### config.mk
export PLATFORM = sky130hd
export DESIGN_NAME = esc_telemetry_poll_crc8_decoder_flat
export DESIGN_NICKNAME = d
export VERILOG_FILES = /design/src/rtl/etpc_pkg.sv /design/src/rtl/etpc_if.sv /design/src/rtl/esc_telemetry_poll_crc8_decoder.sv /design/src/flat_wrapper.sv
export SDC_FILE = /design/constraint.sdc
export NUM_CORES = 1
export LEC_CHECK = 0
export BUFFER_PORTS_ARGS = -buffer_cell sky130_fd_sc_hd__buf_4
export CAP_MARGIN = 15
export CORE_ASPECT_RATIO = 0.8
export CORE_MARGIN = 1.5
export CORE_UTILIZATION = 59
export CTS_CLUSTER_DIAMETER = 100
export DETAILED_ROUTE_END_ITERATION = 7
export GPL_TIMING_DRIVEN = 0
export PLACE_DENSITY = 0.8
export RECOVER_POWER = 100
export SKIP_LAST_GASP = 1
export SYNTH_ARGS = -nofsm -noshare
export SYNTH_HDL_FRONTEND = slang
export SYNTH_SLANG_ARGS = --single-unit
### constraint.sdc
create_clock -name clk -period 5.7 [get_ports clk]
set_input_delay 1.14 -clock clk [delete_from_list [all_inputs] [get_ports clk]]
set_output_delay 1.14 -clock clk [all_outputs]
set_load 0.02 [all_outputs]
### src/rtl/etpc_pkg.sv
// ----------------------------------------------------------------------------
// etpc_pkg
// Shared types, codes and the CRC-8 step for the telemetry poller.
// ----------------------------------------------------------------------------
package etpc_pkg;

    // Default sizing handed to the top level
    localparam int MAX_MOTORS_DEF = 8;
    localparam int AGE_LIMIT_DEF  = 255;

    // Frame layout: nine payload bytes and one CRC byte
    localparam int FRAME_BYTES = 10;
    localparam int FCNT_W      = 4;

    // CRC-8, polynomial x^8 + x^2 + x + 1, init zero
    localparam logic [7:0] CRC_POLY = 8'h07;
    localparam logic [7:0] CRC_MSB  = 8'h80;

    // Register reset values
    localparam logic [3:0]  MOTOR_COUNT_RST = 4'd4;
    localparam logic [15:0] BOOT_DELAY_RST  = 16'd5000;
    localparam logic [15:0] TIMEOUT_RST     = 16'd100;
    localparam logic [7:0]  AGE_RST         = 8'hFF;

    // Configuration register index
    typedef enum logic [1:0] {
        CFG_MOTOR_COUNT = 2'd0,
        CFG_BOOT_DELAY  = 2'd1,
        CFG_TIMEOUT     = 2'd2
    } cfg_idx_t;

    // Result event codes
    typedef enum logic [2:0] {
        EV_WAIT    = 3'd0,
        EV_REQ     = 3'd1,
        EV_OK      = 3'd2,
        EV_CRC     = 3'd3,
        EV_TIMEOUT = 3'd4
    } ev_t;

    // Input item: serial byte or millisecond tick
    typedef struct packed {
        logic        func;
        logic [7:0]  rx_byte;
        logic [31:0] time_ms;
    } item_t;

    // Result item
    typedef struct packed {
        logic [2:0]  event_res;
        logic [2:0]  motor;
        logic [7:0]  temperature;
        logic [15:0] voltage;
        logic [15:0] current;
        logic [15:0] consumption;
        logic [15:0] rpm;
        logic [7:0]  data_age;
    } result_t;

    // Fold one byte into the running CRC, MSB first
    function automatic logic [7:0] crc8_byte(input logic [7:0] crc, input logic [7:0] din);
        logic [7:0] acc;
        acc = crc ^ din;
        for (int b = 0; b < 8; b++) begin
            if ((acc & CRC_MSB) != 8'h00)
            begin
                acc = {acc[6:0], 1'b0} ^ CRC_POLY;
            end
            else
            begin
                acc = {acc[6:0], 1'b0};
            end
        end
        return acc;
    endfunction

endpackage

### src/rtl/etpc_if.sv
// ----------------------------------------------------------------------------
// etpc interfaces
// Valid/ready channels for input items, results and register writes.
// ----------------------------------------------------------------------------

// Input item channel
interface etpc_item_if;
    logic                valid;
    logic                ready;
    etpc_pkg::item_t     data;

    modport source (output valid, output data, input ready);
    modport sink   (input valid, input data, output ready);
endinterface

// Result channel
interface etpc_result_if;
    logic                valid;
    logic                ready;
    etpc_pkg::result_t   data;

    modport source (output valid, output data, input ready);
    modport sink   (input valid, input data, output ready);
endinterface

// Register write channel
interface etpc_cfg_if;
    logic                valid;
    logic                ready;
    logic [1:0]          index;
    logic [15:0]         wdata;

    modport source (output valid, output index, output wdata, input ready);
    modport sink   (input valid, input index, input wdata, output ready);
endinterface

### src/rtl/esc_telemetry_poll_crc8_decoder.sv
// ----------------------------------------------------------------------------
// esc_telemetry_poll_crc8_decoder
// Round-robin telemetry poller with CRC-8 frame check and per-motor data age.
// ----------------------------------------------------------------------------
//  channel | dir | payload                                  | transfer
//  item    | in  | func, rx_byte, time_ms                   | valid && ready
//  result  | out | event_res, motor, decoded fields, age    | valid && ready
//  cfg     | in  | index, wdata (motor_count, boot, timeout)| valid && ready
//
//  One item per cycle unless refused. A tick is evaluated at its transfer
//  and registered into the finishing stage with its age memory read; the
//  result sits in the output register. Bytes give no result. The age memory
//  is read once per tick and written when a poll ends, with a bypass for a
//  write landing in the same cycle as the next read. Reset: startup phase,
//  all ages read as 255 through per-entry valid bits. A stalled result
//  holds the finishing stage; input is refused only while both are full.
// ----------------------------------------------------------------------------
module esc_telemetry_poll_crc8_decoder #(
    parameter int MAX_MOTORS = etpc_pkg::MAX_MOTORS_DEF,
    parameter int AGE_LIMIT  = etpc_pkg::AGE_LIMIT_DEF
) (
    input  logic                clk,
    input  logic                rst_n,
    etpc_item_if.sink           item,
    etpc_result_if.source       result,
    etpc_cfg_if.sink            cfg
);
    import etpc_pkg::*;

    localparam int MOTOR_W = (MAX_MOTORS > 1) ? $clog2(MAX_MOTORS) : 1;
    localparam int MC_W    = 4;
    localparam int CMP_W   = (MOTOR_W + 1 > MC_W) ? MOTOR_W + 1 : MC_W;
    localparam int FIDX_W  = $clog2(FRAME_BYTES);

    typedef enum logic [2:0] {
        PH_STARTUP = 3'b001,
        PH_READY   = 3'b010,
        PH_PENDING = 3'b100
    } phase_t;

    // Finishing stage control
    typedef struct packed {
        ev_t                ev;
        logic [MOTOR_W-1:0] motor;
        logic               fwd_hit;
        logic [7:0]         fwd_age;
    } s2_t;

    // Registers
    logic [3:0]         motor_count_reg;
    logic [15:0]        boot_delay_reg;
    logic [15:0]        timeout_reg;
    phase_t             phase_reg, phase_next;
    logic [31:0]        req_time_reg, req_time_next;
    logic [MOTOR_W-1:0] cur_motor_reg, cur_motor_next;
    logic [FCNT_W-1:0]  rx_cnt_reg, rx_cnt_next;
    logic               frame_open_reg, frame_open_next;
    logic [7:0]         crc_reg, crc_next;
    logic [7:0]         frame_reg [FRAME_BYTES];
    logic               s2_valid_reg;
    s2_t                s2_reg, s2_next;
    logic               out_valid_reg;
    result_t            out_reg, out_next;

    // Age memory and its valid bits
    logic [7:0]            age_mem [MAX_MOTORS];
    logic [MAX_MOTORS-1:0] age_vld_reg;
    logic [7:0]            age_rd_reg;
    logic                  age_rd_vld_reg;

    logic               item_xfer, tick_xfer, byte_xfer;
    logic               out_free, s2_move;
    logic               age_we;
    logic [7:0]         age_wdata, age_cur;
    logic [31:0]        deadline;
    logic [CMP_W-1:0]   motor_inc;
    logic               byte_store;

    // Handshake
    assign out_free   = !out_valid_reg || result.ready;
    assign s2_move    = s2_valid_reg && out_free;
    assign item.ready = !s2_valid_reg || out_free;
    assign cfg.ready  = 1'b1;
    assign item_xfer  = item.valid && item.ready;
    assign tick_xfer  = item_xfer && item.data.func;
    assign byte_xfer  = item_xfer && !item.data.func;
    assign byte_store = byte_xfer && frame_open_reg && (rx_cnt_reg < FCNT_W'(FRAME_BYTES));

    assign deadline  = req_time_reg + {16'h0000, timeout_reg};
    assign motor_inc = CMP_W'(cur_motor_reg) + CMP_W'(1);

    // Evaluate a tick against the poll state
    always_comb
    begin
        phase_next      = phase_reg;
        req_time_next   = req_time_reg;
        cur_motor_next  = cur_motor_reg;
        rx_cnt_next     = rx_cnt_reg;
        frame_open_next = frame_open_reg;
        crc_next        = crc_reg;
        s2_next.ev      = EV_WAIT;
        s2_next.motor   = cur_motor_reg;
        s2_next.fwd_hit = age_we && (s2_reg.motor == cur_motor_reg);
        s2_next.fwd_age = age_wdata;
        if (byte_store)
        begin
            rx_cnt_next = rx_cnt_reg + FCNT_W'(1);
            if (rx_cnt_reg < FCNT_W'(FRAME_BYTES - 1))
            begin
                crc_next = crc8_byte(crc_reg, item.data.rx_byte);
            end
        end
        if (tick_xfer)
        begin
            case (phase_reg)
                PH_READY:
                begin
                    req_time_next   = item.data.time_ms;
                    rx_cnt_next     = '0;
                    frame_open_next = 1'b1;
                    crc_next        = 8'h00;
                    phase_next      = PH_PENDING;
                    s2_next.ev      = EV_REQ;
                end
                PH_PENDING:
                begin
                    if (item.data.time_ms >= deadline)
                    begin
                        s2_next.ev = EV_TIMEOUT;
                    end
                    else if (rx_cnt_reg == FCNT_W'(FRAME_BYTES))
                    begin
                        s2_next.ev = (crc_reg == frame_reg[FRAME_BYTES-1]) ? EV_OK : EV_CRC;
                    end
                    if (s2_next.ev != EV_WAIT)
                    begin
                        phase_next = PH_READY;
                        if (motor_inc >= CMP_W'(motor_count_reg) ||
                            motor_inc >= CMP_W'(MAX_MOTORS))
                        begin
                            cur_motor_next = '0;
                        end
                        else
                        begin
                            cur_motor_next = motor_inc[MOTOR_W-1:0];
                        end
                    end
                end
                default:
                begin
                    if (item.data.time_ms >= {16'h0000, boot_delay_reg})
                    begin
                        phase_next = PH_READY;
                    end
                end
            endcase
        end
    end

    // Finish a tick: update the motor's age and build the result
    always_comb
    begin
        age_cur   = s2_reg.fwd_hit ? s2_reg.fwd_age : (age_rd_vld_reg ? age_rd_reg : AGE_RST);
        age_wdata = age_cur;
        case (s2_reg.ev)
            EV_OK:
            begin
                age_wdata = 8'h00;
            end
            EV_CRC, EV_TIMEOUT:
            begin
                if (age_cur < 8'(AGE_LIMIT))
                begin
                    age_wdata = age_cur + 8'd1;
                end
            end
            default:
            begin
                age_wdata = age_cur;
            end
        endcase
        age_we = s2_move && (s2_reg.ev == EV_OK || s2_reg.ev == EV_CRC ||
                             s2_reg.ev == EV_TIMEOUT);

        out_next             = '0;
        out_next.event_res   = s2_reg.ev;
        out_next.motor       = 3'(s2_reg.motor);
        out_next.data_age    = age_wdata;
        if (s2_reg.ev == EV_OK)
        begin
            out_next.temperature = frame_reg[0];
            out_next.voltage     = {frame_reg[1], frame_reg[2]};
            out_next.current     = {frame_reg[3], frame_reg[4]};
            out_next.consumption = {frame_reg[5], frame_reg[6]};
            out_next.rpm         = {frame_reg[7], frame_reg[8]};
        end
    end

    // Control registers
    always_ff @(posedge clk or negedge rst_n)
    begin
        if (!rst_n)
        begin
            motor_count_reg <= MOTOR_COUNT_RST;
            boot_delay_reg  <= BOOT_DELAY_RST;
            timeout_reg     <= TIMEOUT_RST;
            phase_reg       <= PH_STARTUP;
            req_time_reg    <= '0;
            cur_motor_reg   <= '0;
            rx_cnt_reg      <= '0;
            frame_open_reg  <= 1'b0;
            crc_reg         <= 8'h00;
            s2_valid_reg    <= 1'b0;
            out_valid_reg   <= 1'b0;
            age_vld_reg     <= '0;
        end
        else
        begin
            if (cfg.valid && cfg.ready)
            begin
                case (cfg.index)
                    CFG_MOTOR_COUNT: motor_count_reg <= cfg.wdata[3:0];
                    CFG_BOOT_DELAY:  boot_delay_reg  <= cfg.wdata;
                    CFG_TIMEOUT:     timeout_reg     <= cfg.wdata;
                    default:         motor_count_reg <= motor_count_reg;
                endcase
            end
            phase_reg      <= phase_next;
            req_time_reg   <= req_time_next;
            cur_motor_reg  <= cur_motor_next;
            rx_cnt_reg     <= rx_cnt_next;
            frame_open_reg <= frame_open_next;
            crc_reg        <= crc_next;
            if (tick_xfer)
            begin
                s2_valid_reg <= 1'b1;
            end
            else if (s2_move)
            begin
                s2_valid_reg <= 1'b0;
            end
            if (s2_move)
            begin
                out_valid_reg <= 1'b1;
            end
            else if (result.ready)
            begin
                out_valid_reg <= 1'b0;
            end
            if (age_we)
            begin
                age_vld_reg[s2_reg.motor] <= 1'b1;
            end
        end
    end

    // Payload registers: frame bytes, stage and output data
    always_ff @(posedge clk)
    begin
        if (byte_store)
        begin
            frame_reg[rx_cnt_reg[FIDX_W-1:0]] <= item.data.rx_byte;
        end
        if (tick_xfer)
        begin
            s2_reg <= s2_next;
        end
        if (s2_move)
        begin
            out_reg <= out_next;
        end
    end

    // Age memory: at most one write and one registered read per cycle, the read on a tick
    always_ff @(posedge clk)
    begin
        if (age_we)
        begin
            age_mem[s2_reg.motor] <= age_wdata;
        end
        if (tick_xfer)
        begin
            age_rd_reg     <= age_mem[cur_motor_reg];
            age_rd_vld_reg <= age_vld_reg[cur_motor_reg];
        end
    end

    assign result.valid = out_valid_reg;
    assign result.data  = out_reg;

`ifndef SYNTHESIS
    // A full finishing stage behind a stalled result blocks new items
    assert property (@(posedge clk) disable iff (!rst_n)
        (s2_valid_reg && out_valid_reg && !result.ready) |-> !item.ready)
        else $error("item accepted while finishing stage is blocked");

    // Byte count never passes the frame length
    assert property (@(posedge clk) disable iff (!rst_n)
        rx_cnt_reg <= FCNT_W'(FRAME_BYTES))
        else $error("frame byte count overrun");

    // A decoded frame always reports a fresh age
    assert property (@(posedge clk) disable iff (!rst_n)
        (result.valid && result.data.event_res == EV_OK) |-> (result.data.data_age == 8'h00))
        else $error("decoded frame with nonzero age");

    // Waiting for a reply implies an open frame
    assert property (@(posedge clk) disable iff (!rst_n)
        (phase_reg == PH_PENDING) |-> frame_open_reg)
        else $error("pending phase without open frame");
`endif

endmodule
### src/flat_wrapper.sv
// flat-port wrapper written by rule: the top's interface ports become plain ports
module esc_telemetry_poll_crc8_decoder_flat import etpc_pkg::*;
#(
    parameter int MAX_MOTORS = etpc_pkg::MAX_MOTORS_DEF,
    parameter int AGE_LIMIT  = etpc_pkg::AGE_LIMIT_DEF
)
  (clk, rst_n, item_valid, item_data, item_ready, result_valid, result_data, result_ready, cfg_valid, cfg_index, cfg_wdata, cfg_ready);
  etpc_item_if item_i ();
  etpc_result_if result_i ();
  etpc_cfg_if cfg_i ();
  input  logic clk;
  input  logic rst_n;
  input wire logic [$bits(item_i.valid)-1:0] item_valid;
  input wire logic [$bits(item_i.data)-1:0] item_data;
  output wire logic [$bits(item_i.ready)-1:0] item_ready;
  output wire logic [$bits(result_i.valid)-1:0] result_valid;
  output wire logic [$bits(result_i.data)-1:0] result_data;
  input wire logic [$bits(result_i.ready)-1:0] result_ready;
  input wire logic [$bits(cfg_i.valid)-1:0] cfg_valid;
  input wire logic [$bits(cfg_i.index)-1:0] cfg_index;
  input wire logic [$bits(cfg_i.wdata)-1:0] cfg_wdata;
  output wire logic [$bits(cfg_i.ready)-1:0] cfg_ready;
  assign item_i.valid = item_valid;
  assign item_i.data = item_data;
  assign item_ready = item_i.ready;
  assign result_valid = result_i.valid;
  assign result_data = result_i.data;
  assign result_i.ready = result_ready;
  assign cfg_i.valid = cfg_valid;
  assign cfg_i.index = cfg_index;
  assign cfg_i.wdata = cfg_wdata;
  assign cfg_ready = cfg_i.ready;
  esc_telemetry_poll_crc8_decoder #(.MAX_MOTORS(MAX_MOTORS), .AGE_LIMIT(AGE_LIMIT)) u_core (.clk(clk), .rst_n(rst_n), .item(item_i), .result(result_i), .cfg(cfg_i));
endmodule
# Word-level counts from Yosys, hierarchy flattened

Memory sizes are Yosys's and may differ from the RTL's. A register that Yosys moved wholly into a read port is not among the register bits.
Index checks and enable logic that the tools add are counted.

Register bits after elaboration: 127
RAM bits: 144
Input bits: 64
Logic and storage cells: 150
Memories: 2

$add $sub $neg: 4
Order comparisons: 10
Equality and inequality tests: 11
Muxes and demuxes: 55
Bitwise logic cells: 10
Reductions and logical operators: 38

Memories:

| memory           | depth | width | rd ports | clocked after memory_dff | wr ports | RTL line                              | source |
|---|---|---|---|---|---|---|---|
| u_core.frame_reg | 10    | 8     | 10       | 9                        | 1        | esc_telemetry_poll_crc8_decoder.sv:59 | `logic [7:0] frame_reg [FRAME_BYTES];` |
| u_core.age_mem   | 8     | 8     | 1        | 1                        | 1        | esc_telemetry_poll_crc8_decoder.sv:66 | `logic [7:0] age_mem [MAX_MOTORS];` |

Operators with widths:

| cell                                               | number |
|---|---|
| two-way mux 8 bit                                  | 21 |
| two-way mux 3 bit                                  | 15 |
| adder 32 x 16 -> 32 bit                            | 1 |
| greater-or-equal comparator 32 x 16 -> 1 bit       | 1 |
| greater-or-equal comparator 32 bit                 | 1 |
| NOT 3 bit                                          | 8 |
| case mux 8 bit (2 select lines)                    | 1 |
| zero test 1 bit                                    | 12 |
| two-way mux 4 bit                                  | 3 |
| case mux 3 bit (2 select lines)                    | 2 |
| two-way mux 1 bit                                  | 11 |
| == test 3 x 2 -> 1 bit, second input constant      | 3 |
| logical AND 1 bit                                  | 9 |
| adder 8 x 1 -> 8 bit, second input constant        | 1 |
| == test 8 bit                                      | 1 |
| < comparator 3 x 4 -> 1 bit, second input constant | 2 |
| < comparator 4 bit, second input constant          | 2 |
| < comparator 8 bit, second input constant          | 1 |
| bitwise OR 8 bit                                   | 1 |
| AND reduction 2 bit                                | 4 |
| bitwise XOR 8 bit                                  | 1 |
| == test 3 bit, second input constant               | 2 |
| AND reduction 3 bit                                | 2 |
| nonzero test 3 bit                                 | 2 |
| other kinds (16)                                   | 21 |

# Logic depth before layout (Yosys ltp)

Gate-level depths: netlist of run 1.

Word-level depth: 38
Gate-level depth with buffers: 18
Gate-level depth less buffers: 18

# Least setup slack after synthesis of run 1

Ideal clock, no wire load.

Kind: input to register
Start point: input result_ready
End point: memory u_core.age_mem[0][0], enable pin
Setup time: 0.385 ns
Arrival time: 4.502 ns
Setup slack: 0.813 ns
Stages on the path: 5
Buffers on the path: 0
Path through: nand2b_1 -> and2_1 -> nand2_1 -> or2_2 -> nor3_1

Word-level cells in the longest chain between the ends: 5

RTL lines:

| what                                    | RTL line                               | source |
|---|---|---|
| start: declaration                      | flat_wrapper.sv:18                     | `input wire logic [$bits(result_i.ready)-1:0] result_ready;` |
| logical OR 1 bit                        | esc_telemetry_poll_crc8_decoder.sv:80  | `assign out_free = !out_valid_reg \|\| result.ready;` |
| logical AND 1 bit                       | esc_telemetry_poll_crc8_decoder.sv:81  | `assign s2_move = s2_valid_reg && out_free;` |
| named net u_core.s2_move                | esc_telemetry_poll_crc8_decoder.sv:72  | `logic out_free, s2_move;` |
| logical AND 1 bit                       | esc_telemetry_poll_crc8_decoder.sv:182 | `age_we = s2_move && (s2_reg.ev == EV_OK \|\| s2_reg.ev == EV_CRC \|\|` |
| two-way mux 1 bit                       | esc_telemetry_poll_crc8_decoder.sv:277 | `if (age_we)` |
| two-way mux 1 bit (implied by the code) | esc_telemetry_poll_crc8_decoder.sv:279 | `age_mem[s2_reg.motor] <= age_wdata;` |
| end: declaration                        | esc_telemetry_poll_crc8_decoder.sv:66  |  |

The timed path passes the listed nets, and every way through them passes these cells.

# Worst setup path after layout of run 1

Start point: register u_core.req_time_reg[0]
End point: register u_core.cur_motor_reg[0]

Word-level cells in the longest chain between the ends: 7

RTL lines:

| what                                 | RTL line                               | source |
|---|---|---|
| start: declaration                   | esc_telemetry_poll_crc8_decoder.sv:54  | `logic [31:0] req_time_reg, req_time_next;` |
| start signal: assignment             | esc_telemetry_poll_crc8_decoder.sv:229 | `req_time_reg <= req_time_next;` |
| adder 32 x 16 -> 32 bit              | esc_telemetry_poll_crc8_decoder.sv:89  | `assign deadline = req_time_reg + {16'h0000, timeout_reg};` |
| greater-or-equal comparator 32 bit   | esc_telemetry_poll_crc8_decoder.sv:127 | `if (item.data.time_ms >= deadline)` |
| two-way mux 3 bit                    | esc_telemetry_poll_crc8_decoder.sv:127 |  |
| two-way mux 3 bit                    | esc_telemetry_poll_crc8_decoder.sv:115 | `case (phase_reg)` |
| two-way mux 3 bit                    | esc_telemetry_poll_crc8_decoder.sv:113 | `if (tick_xfer)` |
| nonzero test 3 bit                   | esc_telemetry_poll_crc8_decoder.sv:135 | `if (s2_next.ev != EV_WAIT)` |
| AND reduction 3 bit (no source line) | -                                      |  |
| end signal: assignment               | esc_telemetry_poll_crc8_decoder.sv:230 | `cur_motor_reg <= cur_motor_next;` |
| end: declaration                     | esc_telemetry_poll_crc8_decoder.sv:55  | `logic [MOTOR_W-1:0] cur_motor_reg, cur_motor_next;` |

Every way passes these cells. The select of a mux whose other input is x is not followed.
A chain may end at the register's enable or synchronous reset.

==> flow_metrics.py, run 1 <==
metrics = {
    "global_route": {
        "grt_pass1_vias": 9620,
        "antenna_found_initial": 1,
        "grt_usage_pct": 23.79,
        "grt_max_degree": 71,
        "grt_overflow": 0,
        "grt_pass1_wl_mm": 50.16,
    },
    "worst_setup_path": {
        "crit_path_top_delay_cell": "a31oi_2",
        "start_kind": "flip-flop",
        "crit_chain": "ha_1, inv_1, fa_1, nor2b_1, o2111ai_1, a31oi_1, o211ai_1, a31oi_2, nand3_1, xor2_1, ha_1, a41oi_1, o21ai_0, a221oi_1, o211ai_1, a21oi_1, a211oi_1, mux2_4",
        "critPathMaxStageDelay_ns": 0.51,
        "crit_cells": 18,
        "worst_setup_path_end_kind": "flip-flop",
        "path_class": "reg -> reg",
        "cp_num_buf_inv": 1,
        "worstSetupStartpoint": "u_core.req_time_reg[0]",
        "required_ns": 6.10,
        "r2r-start": "u_core.req_time_reg[0]",
        "reg2regPathDepth": 18,
        "cp_data_arrival_time_ns": 5.45,
        "critPathTopFamily": "compound AO/OA/AOI/OAI gates",
        "crit_path_max_fanout": 8,
    },
    "timing": {
        "hold_viol_final": 0,
        "tightest_slew_ns": 3.506,
        "whs_ns": 0.4706,
        "finClkSkew_ns": 0.02760,
        "fin_crit_sh_pct": 88.59,
        "maxSlewViolCount": 121,
        "max_slew_margin_pct": -133.8,
        "setup_viol": 0,
        "layout_setup_ws_ns": 0.6504,
        "fin_crit_ns": 5.050,
        "rsz0062_at_grt": "false",
        "fin_tns_setup_ns": 0,
        "fmax_ghz": 0.1980,
    },
    "min_path": {
        "min_path_type": "reg -> reg",
        "hp-start": "u_core.age_vld_reg[4]",
        "hold_depth": 1,
    },
    "clock_tree": {
        "clk_latency_ns": 0.53,
        "cts_tree": "built",
        "htreeDepth": 2,
        "clock_sinks": 351,
        "post_cts_resized": 0,
        "cts_buffer_depth": 3,
        "clk_pin_slew_worst_paths_ns": 0.06,
        "cts_setup_buffers": 0,
        "cts_hold_buf": 0,
        "cts_buffers": 35,
        "ctsRootBufferMaster": "clkbuf_16",
    },
    "final_layout": {
        "fillCellCount": 1823,
        "largest_register_ffs": 86,
        "fin_cells": 1709,
        "nNetsFinal": 1471,
        "area_growth_syn_to_layout_pct": 14.94,
        "n_antenna_cell": 0,
        "drive_gt1_share_pct": 13.62,
    },
    "yosys": {
        "synth-async-reset-ratio_pct": 27.64,
        "ys_types": 65,
        "synthTopCellsByCount": "edfxtp_1, nand2_1, dfrtp_1",
        "synth_edf_count": 254,
        "yosysSeqAreaShare_pct": 64.70,
        "ys_ff_latch": 351,
        "synth_top_area_share_pct": 49.02,
        "syn_area_um2": 15560,
        "synth-main-ff-cell": "edfxtp_1",
        "yosysMostFrequentCell": "edfxtp_1",
        "synthCells": 1135,
        "synth_area_leaders": "edfxtp_1, dfrtp_1, ha_1",
        "syn_nets": 1275,
        "yosys_warnings": 0,
        "yosysTopAreaCell": "edfxtp_1",
        "syn_area_per_cell_um2": 13.71,
    },
    "floorplan": {
        "io_pins": 153,
        "core_area_um2": 25570,
        "chipHeight_um": 148.2,
        "std_cell_rows": 52,
        "die_area_um2": 27360,
        "initial_core_util_pct": 60.85,
        "die_w_um": 184.6,
    },
    "pwr": {
        "leakage_nw": 6.903,
        "ir_drop_uv": 288.6,
        "powerDensity_nw_per_um2": 444.0,
    },
    "drt": {
        "drtIter0Drc": 754,
        "vias_per_cell": 5.575,
        "drc_errors": 0,
        "vias": 9527,
        "first_pass_iters": 5,
        "ant_nets": 0,
        "wl_per_cell_um": 18.47,
        "wl_mm": 31.56,
    },
    "placement": {
        "port_buffers": 151,
        "pre_cts_ws_ns": 1.028,
        "gp_congestion": 0.8406,
        "dp.cells": 1644,
        "dp_hpwl_mm": 22.52,
    },
    "outcome": {
        "outcome": "finished, violations left",
        "violations": "capacitance limit, slew limit",
    },
    "run": {
        "cap_violations": 2,
    },
}
logic make-up after synthesis:
kind of cell | Yosys count | synth area share (%)
flops | 351 | 64.70
simple gates | 389 | 12.77
fa+ha+maj | 76 | 6.160
buf+inv | 68 | 1.681
compound gates | 121 | 5.147
xor+xnor | 69 | 3.884
other cells | 1 | 0.02410
mux | 60 | 5.629
per-stage QoR:
step	util [%]	total power, mW	instance area [um2]
global placement	67.00	5.732	17130
finish	69.94	7.940	17880
floorplan	-	5.189	15560
CTS	71.63	8.026	18320
detailed placement	67.37	5.841	17230
global route	69.94	8.420	17880
final timing paths:
check                                      endpoint  slack, ns
min reg2reg                   u_core.age_vld_reg[4]       0.47
max reg2reg                 u_core.cur_motor_reg[0]       0.65
max                         u_core.cur_motor_reg[0]       0.65
min in group asynchronous   u_core.req_time_reg[23]       1.54
max in group asynchronous  u_core.boot_delay_reg[5]       2.52
min                           u_core.age_vld_reg[4]       0.47
cell usage in the layout, fill, tap and decap left out, types with 16 or more instances in the layout:
master | Yosys | final
xor2_1 | 45 | 45
buf_4 | 1 | 51
dfrtp_1 | 87 | 87
nand2_1 | 152 | 152
and2_0 | 0 | 59
a21oi_1 | 30 | 32
nand2b_1 | 16 | 16
mux4_2 | 18 | 18
o21ai_0 | 29 | 29
xnor2_1 | 24 | 24
nor2_1 | 42 | 42
and2_1 | 85 | 26
ha_1 | 75 | 75
edfxtp_1 | 254 | 254
mux2_2 | 36 | 33
nand3_1 | 18 | 18
clkbuf_16 | 0 | 35
inv_1 | 39 | 39
clkbuf_1 | 24 | 138
where the power goes:
| part | leakage [nW] | switching [mW] | internal, mW |
|---|---|---|---|
| Clock | 0.533 | 0.939 | 1.23 |
| Combinational | 2.86 | 1.34 | 1.01 |
| Sequential | 3.51 | 0.241 | 3.17 |
| Total | 6.90 | 2.52 | 5.42 |
routing by layer:
metal / part of all wire [%] / vias up / wire length (um) / track usage, %
met4: 2.5 / 2 / 778 / 7.500
met1: 45 / 4631 / 14120 / 33.99
li1: - / 4498 / - / -
met3: 7.3 / 62 / 2309 / 4.799
met2: 45 / 334 / 14330 / 37.11
met5: 0.041 / - / 13 / 0
cell type report:
type                            instances  area, um2  share of cell area [%]
Buffer                                 27      106.4                  0.5947
Clock buffer                           43      905.9                   5.065
Clock inverter                         21      183.9                   1.028
Inverter                               41      153.9                  0.8606
Multi-Input combinational cell        716       5207                   29.12
Sequential cell                       351      10070                   56.29
Tap cell                              351      439.2                   2.456
Timing Repair Buffer                  159      819.5                   4.583
No activity file was read; power rests on OpenSTA's default activity.
==> run 2, diff against run 1 <==
--- a/config.mk
+++ b/config.mk
@@ -9,11 +9,10 @@
 export CAP_MARGIN = 15
 export CORE_ASPECT_RATIO = 0.8
 export CORE_MARGIN = 1.5
-export CORE_UTILIZATION = 59
+export CORE_UTILIZATION = 29
 export CTS_CLUSTER_DIAMETER = 100
 export DETAILED_ROUTE_END_ITERATION = 7
 export GPL_TIMING_DRIVEN = 0
-export PLACE_DENSITY = 0.8
 export RECOVER_POWER = 100
 export SKIP_LAST_GASP = 1
 export SYNTH_ARGS = -nofsm -noshare
==> flow_metrics.py, run 2 (synthesis results as in run 1) <==
metrics = {
    "worst_setup_path": {
        "r2r-start": "u_core.req_time_reg[0]",
        "crit_path_top_delay_cell": "a31oi_2",
        "reg2regPathDepth": 18,
        "path_class": "reg -> reg",
        "worst_setup_path_end_kind": "flip-flop",
        "crit_path_max_fanout": 8,
        "cp_data_arrival_time_ns": 5.48,
        "r2r_slack_ns": 0.59,
        "rr_endpoint": "u_core.out_next[83]",
        "crit_chain": "ha_1, inv_1, fa_1, nor2b_1, o2111ai_1, a31oi_1, o211ai_1, a31oi_2, nand3_1, xor2_1, ha_1, a41oi_1, o21ai_0, a221oi_1, o211ai_1, a21oi_1, and3_1, a21o_1",
        "critPathMaxStageDelay_ns": 0.53,
        "required_ns": 6.07,
        "start_kind": "flip-flop",
    },
    "run": {
        "cap_violations": 3,
    },
    "clock_tree": {
        "clock_sinks": 351,
        "cts_buffer_depth": 3,
        "cts_setup_buffers": 0,
        "cts_hold_buf": 0,
        "htreeDepth": 2,
        "clk_latency_ns": 0.56,
        "clk_pin_slew_worst_paths_ns": 0.06,
        "ctsRootBufferMaster": "clkbuf_16",
        "cts_buffers": 38,
        "post_cts_resized": 0,
        "cts_tree": "built",
    },
    "global_route": {
        "grt_pass1_vias": 9388,
        "grt_usage_pct": 12.87,
        "grt_max_degree": 65,
        "grt_pass1_wl_mm": 54.50,
        "antenna_found_initial": 2,
        "grt_overflow": 0,
    },
    "outcome": {
        "outcome": "finished, violations left",
        "violations": "capacitance limit, slew limit",
    },
    "pwr": {
        "powerDensity_nw_per_um2": 441.7,
        "p_int_mw": 5.481,
        "leakage_nw": 6.947,
        "ir_drop_uv": 214.4,
        "p_seq_share_pct": 42.0,
        "p_switching_mw": 2.630,
        "clock_power_share_pct": 28.8,
        "swShare_pct": 32.42,
        "combPwrFrac_pct": 29.2,
        "total_power_mw": 8.111,
    },
    "final_layout": {
        "drive_gt1_share_pct": 13.62,
        "nNetsFinal": 1476,
        "n_antenna_cell": 0,
        "final_common_cell": "edfxtp_1",
        "largest_register_ffs": 86,
        "area_growth_syn_to_layout_pct": 18.01,
        "fin_util_pct": 34.82,
        "mostFrequentLayoutCells": "edfxtp_1, nand2_1, clkbuf_1",
    },
    "floorplan": {
        "initial_core_util_pct": 29.50,
        "io_pins": 153,
        "std_cell_rows": 75,
        "die_area_um2": 55060,
        "die_w_um": 262.0,
        "core_area_um2": 52740,
        "chipHeight_um": 210.2,
    },
    "timing": {
        "layout_setup_ws_ns": 0.5894,
        "hold_viol_final": 0,
        "fmax_ghz": 0.1957,
        "rsz0062_at_grt": "false",
        "finClkSkew_ns": 0.02438,
        "fin_crit_sh_pct": 89.66,
        "setup_viol": 0,
        "tightest_slew_ns": 2.827,
        "maxSlewViolCount": 142,
        "fin_crit_ns": 5.111,
        "max_slew_margin_pct": -88.55,
        "whs_ns": 0.4626,
        "fin_tns_setup_ns": 0,
    },
    "placement": {
        "dp_hpwl_mm": 25.10,
        "port_buffers": 151,
        "gp_congestion": 0.7834,
        "pre_cts_ws_ns": 0.9531,
    },
    "drt": {
        "ant_nets": 0,
        "drtIter0Drc": 599,
        "first_pass_iters": 4,
        "vias": 9429,
        "vias_per_cell": 4.579,
        "drc_errors": 0,
        "wl_per_cell_um": 17.15,
        "wl_mm": 35.32,
    },
    "min_path": {
        "min_path_type": "reg -> reg",
        "hold_end": "u_core.age_vld_reg[4]",
        "hp-start": "u_core.age_vld_reg[4]",
        "hold_depth": 1,
    },
}
[run 2: cell count changes in the layout (fill, tap and decap cells not counted), moves of 2 or more]
| cell | before | now |
|---|---|---|
| clkbuf_1 | 138 | 142 |
| and2_0 | 59 | 46 |
| clkbuf_16 | 35 | 38 |
| clkbuf_4 | 3 | 1 |
| clkbuf_2 | 0 | 2 |
| and2_1 | 26 | 39 |
[run 2: power by group through the flow]
| stage | registers, mW | clock network [mW] | logic [mW] |
|---|---|---|---|
| final | 3.41 | 2.34 | 2.36 |
| after floorplan | 3.45 | 0 | 1.74 |
| after global routing | 3.46 | 2.51 | 2.68 |
| after global placement | 3.45 | 0 | 2.37 |
| after detailed placement | 3.46 | 0 | 2.43 |
| after CTS | 3.41 | 2.41 | 2.45 |
[run 2: final cells by class]
cell class,count,area (um2)
Tap cell,693,867.1
Buffer,27,106.4
Clock inverter,21,180.2
Clock buffer,49,1002
Fill cell,5282,34380
Inverter,41,153.9
Sequential cell,351,10070
Timing Repair Buffer,161,802.0
Multi-Input combinational cell,716,5182
[run 2: worst max-delay path by stage]
stage,start,to,slack [ns]
global placement,result_ready,u_core.age_mem[0][5],-0.76
detailed placement,u_core.req_time_reg[0],u_core.out_next[83],0.95
floorplan,result_ready,u_core.age_mem[0][0],0.81
global route,u_core.req_time_reg[0],u_core.cur_motor_reg[0],0.34
CTS,u_core.req_time_reg[0],u_core.out_next[83],0.90
finish,u_core.req_time_reg[0],u_core.out_next[83],0.59
[run 2: worst max-delay path, delay by kind of cell, from the launching register on]
| kind | cells | cell delay, ns |
|---|---|---|
| and+or+nand+nor | 3 | 0.69 |
| xor gates and xnor gates | 1 | 0.17 |
| buffers and inverters | 1 | 0.06 |
| DFF | 1 | 0.35 |
| AOI/OAI and AO/OA | 10 | 2.76 |
| adders and majority gates | 3 | 0.89 |
[run 2: routing by layer]
metal / part of all wire (%) / global-route usage [%] / vias up
li1: - / - / 4505
met1: 47 / 18.32 / 4646
met2: 45 / 20.03 / 227
met3: 5.8 / 2.621 / 49
met4: 1.9 / 3.172 / 2
met5: 0.034 / 0 / -
[run 2: through the flow]
stage / instance area, um2 / std cells
6_report: 18360 / 2059
5_1_grt: 18360 / 2059
4_1_cts: 18840 / 2057
2_1_floorplan: 15560 / 1135
3_5_place_dp: 17660 / 1987
3_3_place_gp: 17560 / 1979
==> run 3, diff against run 2 <==
--- a/config.mk
+++ b/config.mk
@@ -7,14 +7,12 @@
 export LEC_CHECK = 0
 export BUFFER_PORTS_ARGS = -buffer_cell sky130_fd_sc_hd__buf_4
 export CAP_MARGIN = 15
-export CORE_ASPECT_RATIO = 0.8
 export CORE_MARGIN = 1.5
-export CORE_UTILIZATION = 29
+export CORE_UTILIZATION = 45
 export CTS_CLUSTER_DIAMETER = 100
 export DETAILED_ROUTE_END_ITERATION = 7
 export GPL_TIMING_DRIVEN = 0
 export RECOVER_POWER = 100
-export SKIP_LAST_GASP = 1
 export SYNTH_ARGS = -nofsm -noshare
 export SYNTH_HDL_FRONTEND = slang
 export SYNTH_SLANG_ARGS = --single-unit
==> flow_metrics.py, run 3 (synthesis results as in run 1) <==
metrics = {
    "worst_setup_path": {
        "required_ns": 6.11,
        "path_class": "reg -> reg",
        "start_kind": "flip-flop",
        "cp_data_arrival_time_ns": 5.25,
        "worst_setup_path_end_kind": "flip-flop",
        "rr_endpoint": "u_core.cur_motor_reg[0]",
        "r2r-start": "u_core.req_time_reg[0]",
        "crit_chain": "ha_1, inv_1, fa_1, nor2b_1, o2111ai_1, a31oi_1, o211ai_1, a31oi_1, nand3_1, xor2_1, ha_1, a41oi_1, o21ai_0, a221oi_1, o211ai_1, a21oi_2, a211oi_2, mux2_2",
        "crit_path_max_fanout": 8,
        "reg2regPathDepth": 18,
        "critPathMaxStageDelay_ns": 0.71,
        "crit_path_top_delay_cell": "a31oi_1",
        "r2r_slack_ns": 0.86,
    },
    "drt": {
        "ant_nets": 0,
        "drc_errors": 0,
        "vias": 9183,
        "vias_per_cell": 5.068,
        "first_pass_iters": 4,
        "wl_per_cell_um": 17.90,
        "drtIter0Drc": 495,
        "wl_mm": 32.43,
    },
    "final_layout": {
        "largest_register_ffs": 86,
        "nNetsFinal": 1474,
        "fin_util_pct": 53.74,
        "area_growth_syn_to_layout_pct": 16.68,
        "final_area_um2": 18150,
        "mostFrequentLayoutCells": "edfxtp_1, nand2_1, clkbuf_1",
        "final_common_cell": "edfxtp_1",
        "n_antenna_cell": 0,
        "drive_gt1_share_pct": 14.22,
    },
    "global_route": {
        "grt_pass1_wl_mm": 50.77,
        "antenna_found_initial": 0,
        "grt_max_degree": 63,
        "grt_pass1_vias": 9054,
        "grt_usage_pct": 18.47,
        "grt_overflow": 0,
    },
    "min_path": {
        "hp-start": "u_core.frame_open_reg",
        "hold_end": "u_core.frame_open_reg",
        "min_path_type": "reg -> reg",
        "hold_depth": 1,
    },
    "floorplan": {
        "die_w_um": 188.9,
        "chipHeight_um": 188.9,
        "die_area_um2": 35700,
        "std_cell_rows": 67,
        "core_area_um2": 33780,
        "io_pins": 153,
        "initial_core_util_pct": 46.05,
    },
    "timing": {
        "setup_viol": 0,
        "hold_viol_final": 0,
        "whs_ns": 0.4676,
        "max_slew_margin_pct": -60.98,
        "tightest_slew_ns": 2.415,
        "fin_crit_sh_pct": 84.93,
        "finClkSkew_ns": 0.01284,
        "rsz0062_at_grt": "false",
        "fin_crit_ns": 4.841,
        "maxSlewViolCount": 82,
        "fmax_ghz": 0.2066,
    },
    "clock_tree": {
        "cts_hold_buf": 0,
        "ctsRootBufferMaster": "clkbuf_16",
        "clk_latency_ns": 0.53,
        "clk_pin_slew_worst_paths_ns": 0.06,
        "cts_buffers": 38,
        "htreeDepth": 2,
        "clock_sinks": 351,
        "post_cts_resized": 0,
        "cts_setup_buffers": 0,
        "cts_tree": "built",
        "cts_buffer_depth": 3,
    },
    "placement": {
        "gp_congestion": 0.7982,
        "dp_hpwl_mm": 22.80,
        "placed_area_um2": 17360,
        "port_buffers": 151,
    },
    "pwr": {
        "leakage_nw": 6.995,
        "ir_drop_uv": 278.7,
        "powerDensity_nw_per_um2": 452.0,
    },
    "run": {
        "cap_violations": 3,
    },
    "outcome": {
        "violations": "capacitance limit, slew limit",
        "outcome": "finished, violations left",
    },
}
run 3: changes by cell type in the layout (fill, tap and decap cells not counted), moves of 2 or more:
| cell | delta |
|---|---|
| clkbuf_1 | -6 |
| bufinv_16 | +3 |
| a21oi_1 | -2 |
| a21oi_2 | +2 |
| clkinv_8 | -2 |
run 3: worst max-delay path by stage:
stage	startpoint	to	slack, ns	cells after the start
after floorplan	result_ready	u_core.age_mem[0][0]	0.81	5
after global placement	result_ready	u_core.age_mem[0][1]	-0.70	6
after detailed placement	u_core.req_time_reg[0]	u_core.cur_motor_reg[0]	1.07	18
after CTS	u_core.req_time_reg[0]	u_core.cur_motor_reg[0]	1.03	18
after global routing	u_core.req_time_reg[0]	u_core.cur_motor_reg[0]	0.47	18
final	u_core.req_time_reg[0]	u_core.cur_motor_reg[0]	0.86	18
run 3: final cells by class:
cell class	count	area (um2)
inverters	41	153.9
clock inverters	23	236.5
multi-input cells	716	5186
repair buffers	159	817.0
well taps	448	560.5
plain buffers	27	106.4
fillers	2983	15630
clock buffers	47	1026
flip-flops and latches	351	10070
run 3: power by group:
part / internal [mW] / switching [mW]
combinational: 0.998 / 1.33
clock: 1.47 / 0.994
sequential: 3.17 / 0.238
run 3: routing by layer:
layer / part of all wire (%) / track usage [%] / vias to the layer above
met5: 0 / 0 / -
met4: 1.8 / 4.945 / 0
met3: 5.0 / 3.262 / 45
met2: 47 / 30.26 / 207
met1: 46 / 25.50 / 4418
li1: - / - / 4513
run 3: metrics by stage:
stage | TNS (ns) | instances | setup WS (ns) | total power, mW
floorplan | 0 | 1135 | 0.8134 | 5.189
global placement | -27.86 | 1734 | -0.6987 | 5.817
detailed placement | 0 | 1741 | 1.073 | 5.868
CTS | 0 | 1811 | 1.031 | 8.367
global route | 0 | 1812 | 0.4696 | 8.744
finish | 0 | 1812 | 0.8592 | 8.206
run 3: critical path: cells and delay by family, from the launching register on:
family                   cells  cell delay (ns)
adder cells (fa/ha/maj)      3             0.89
AO/OA/AOI/OAI               10             2.58
AND/OR/NAND/NOR              2             0.34
XOR/XNOR                     1             0.18
buffers and inverters        1             0.06
flip-flops                   1             0.35
multiplexers                 1             0.30
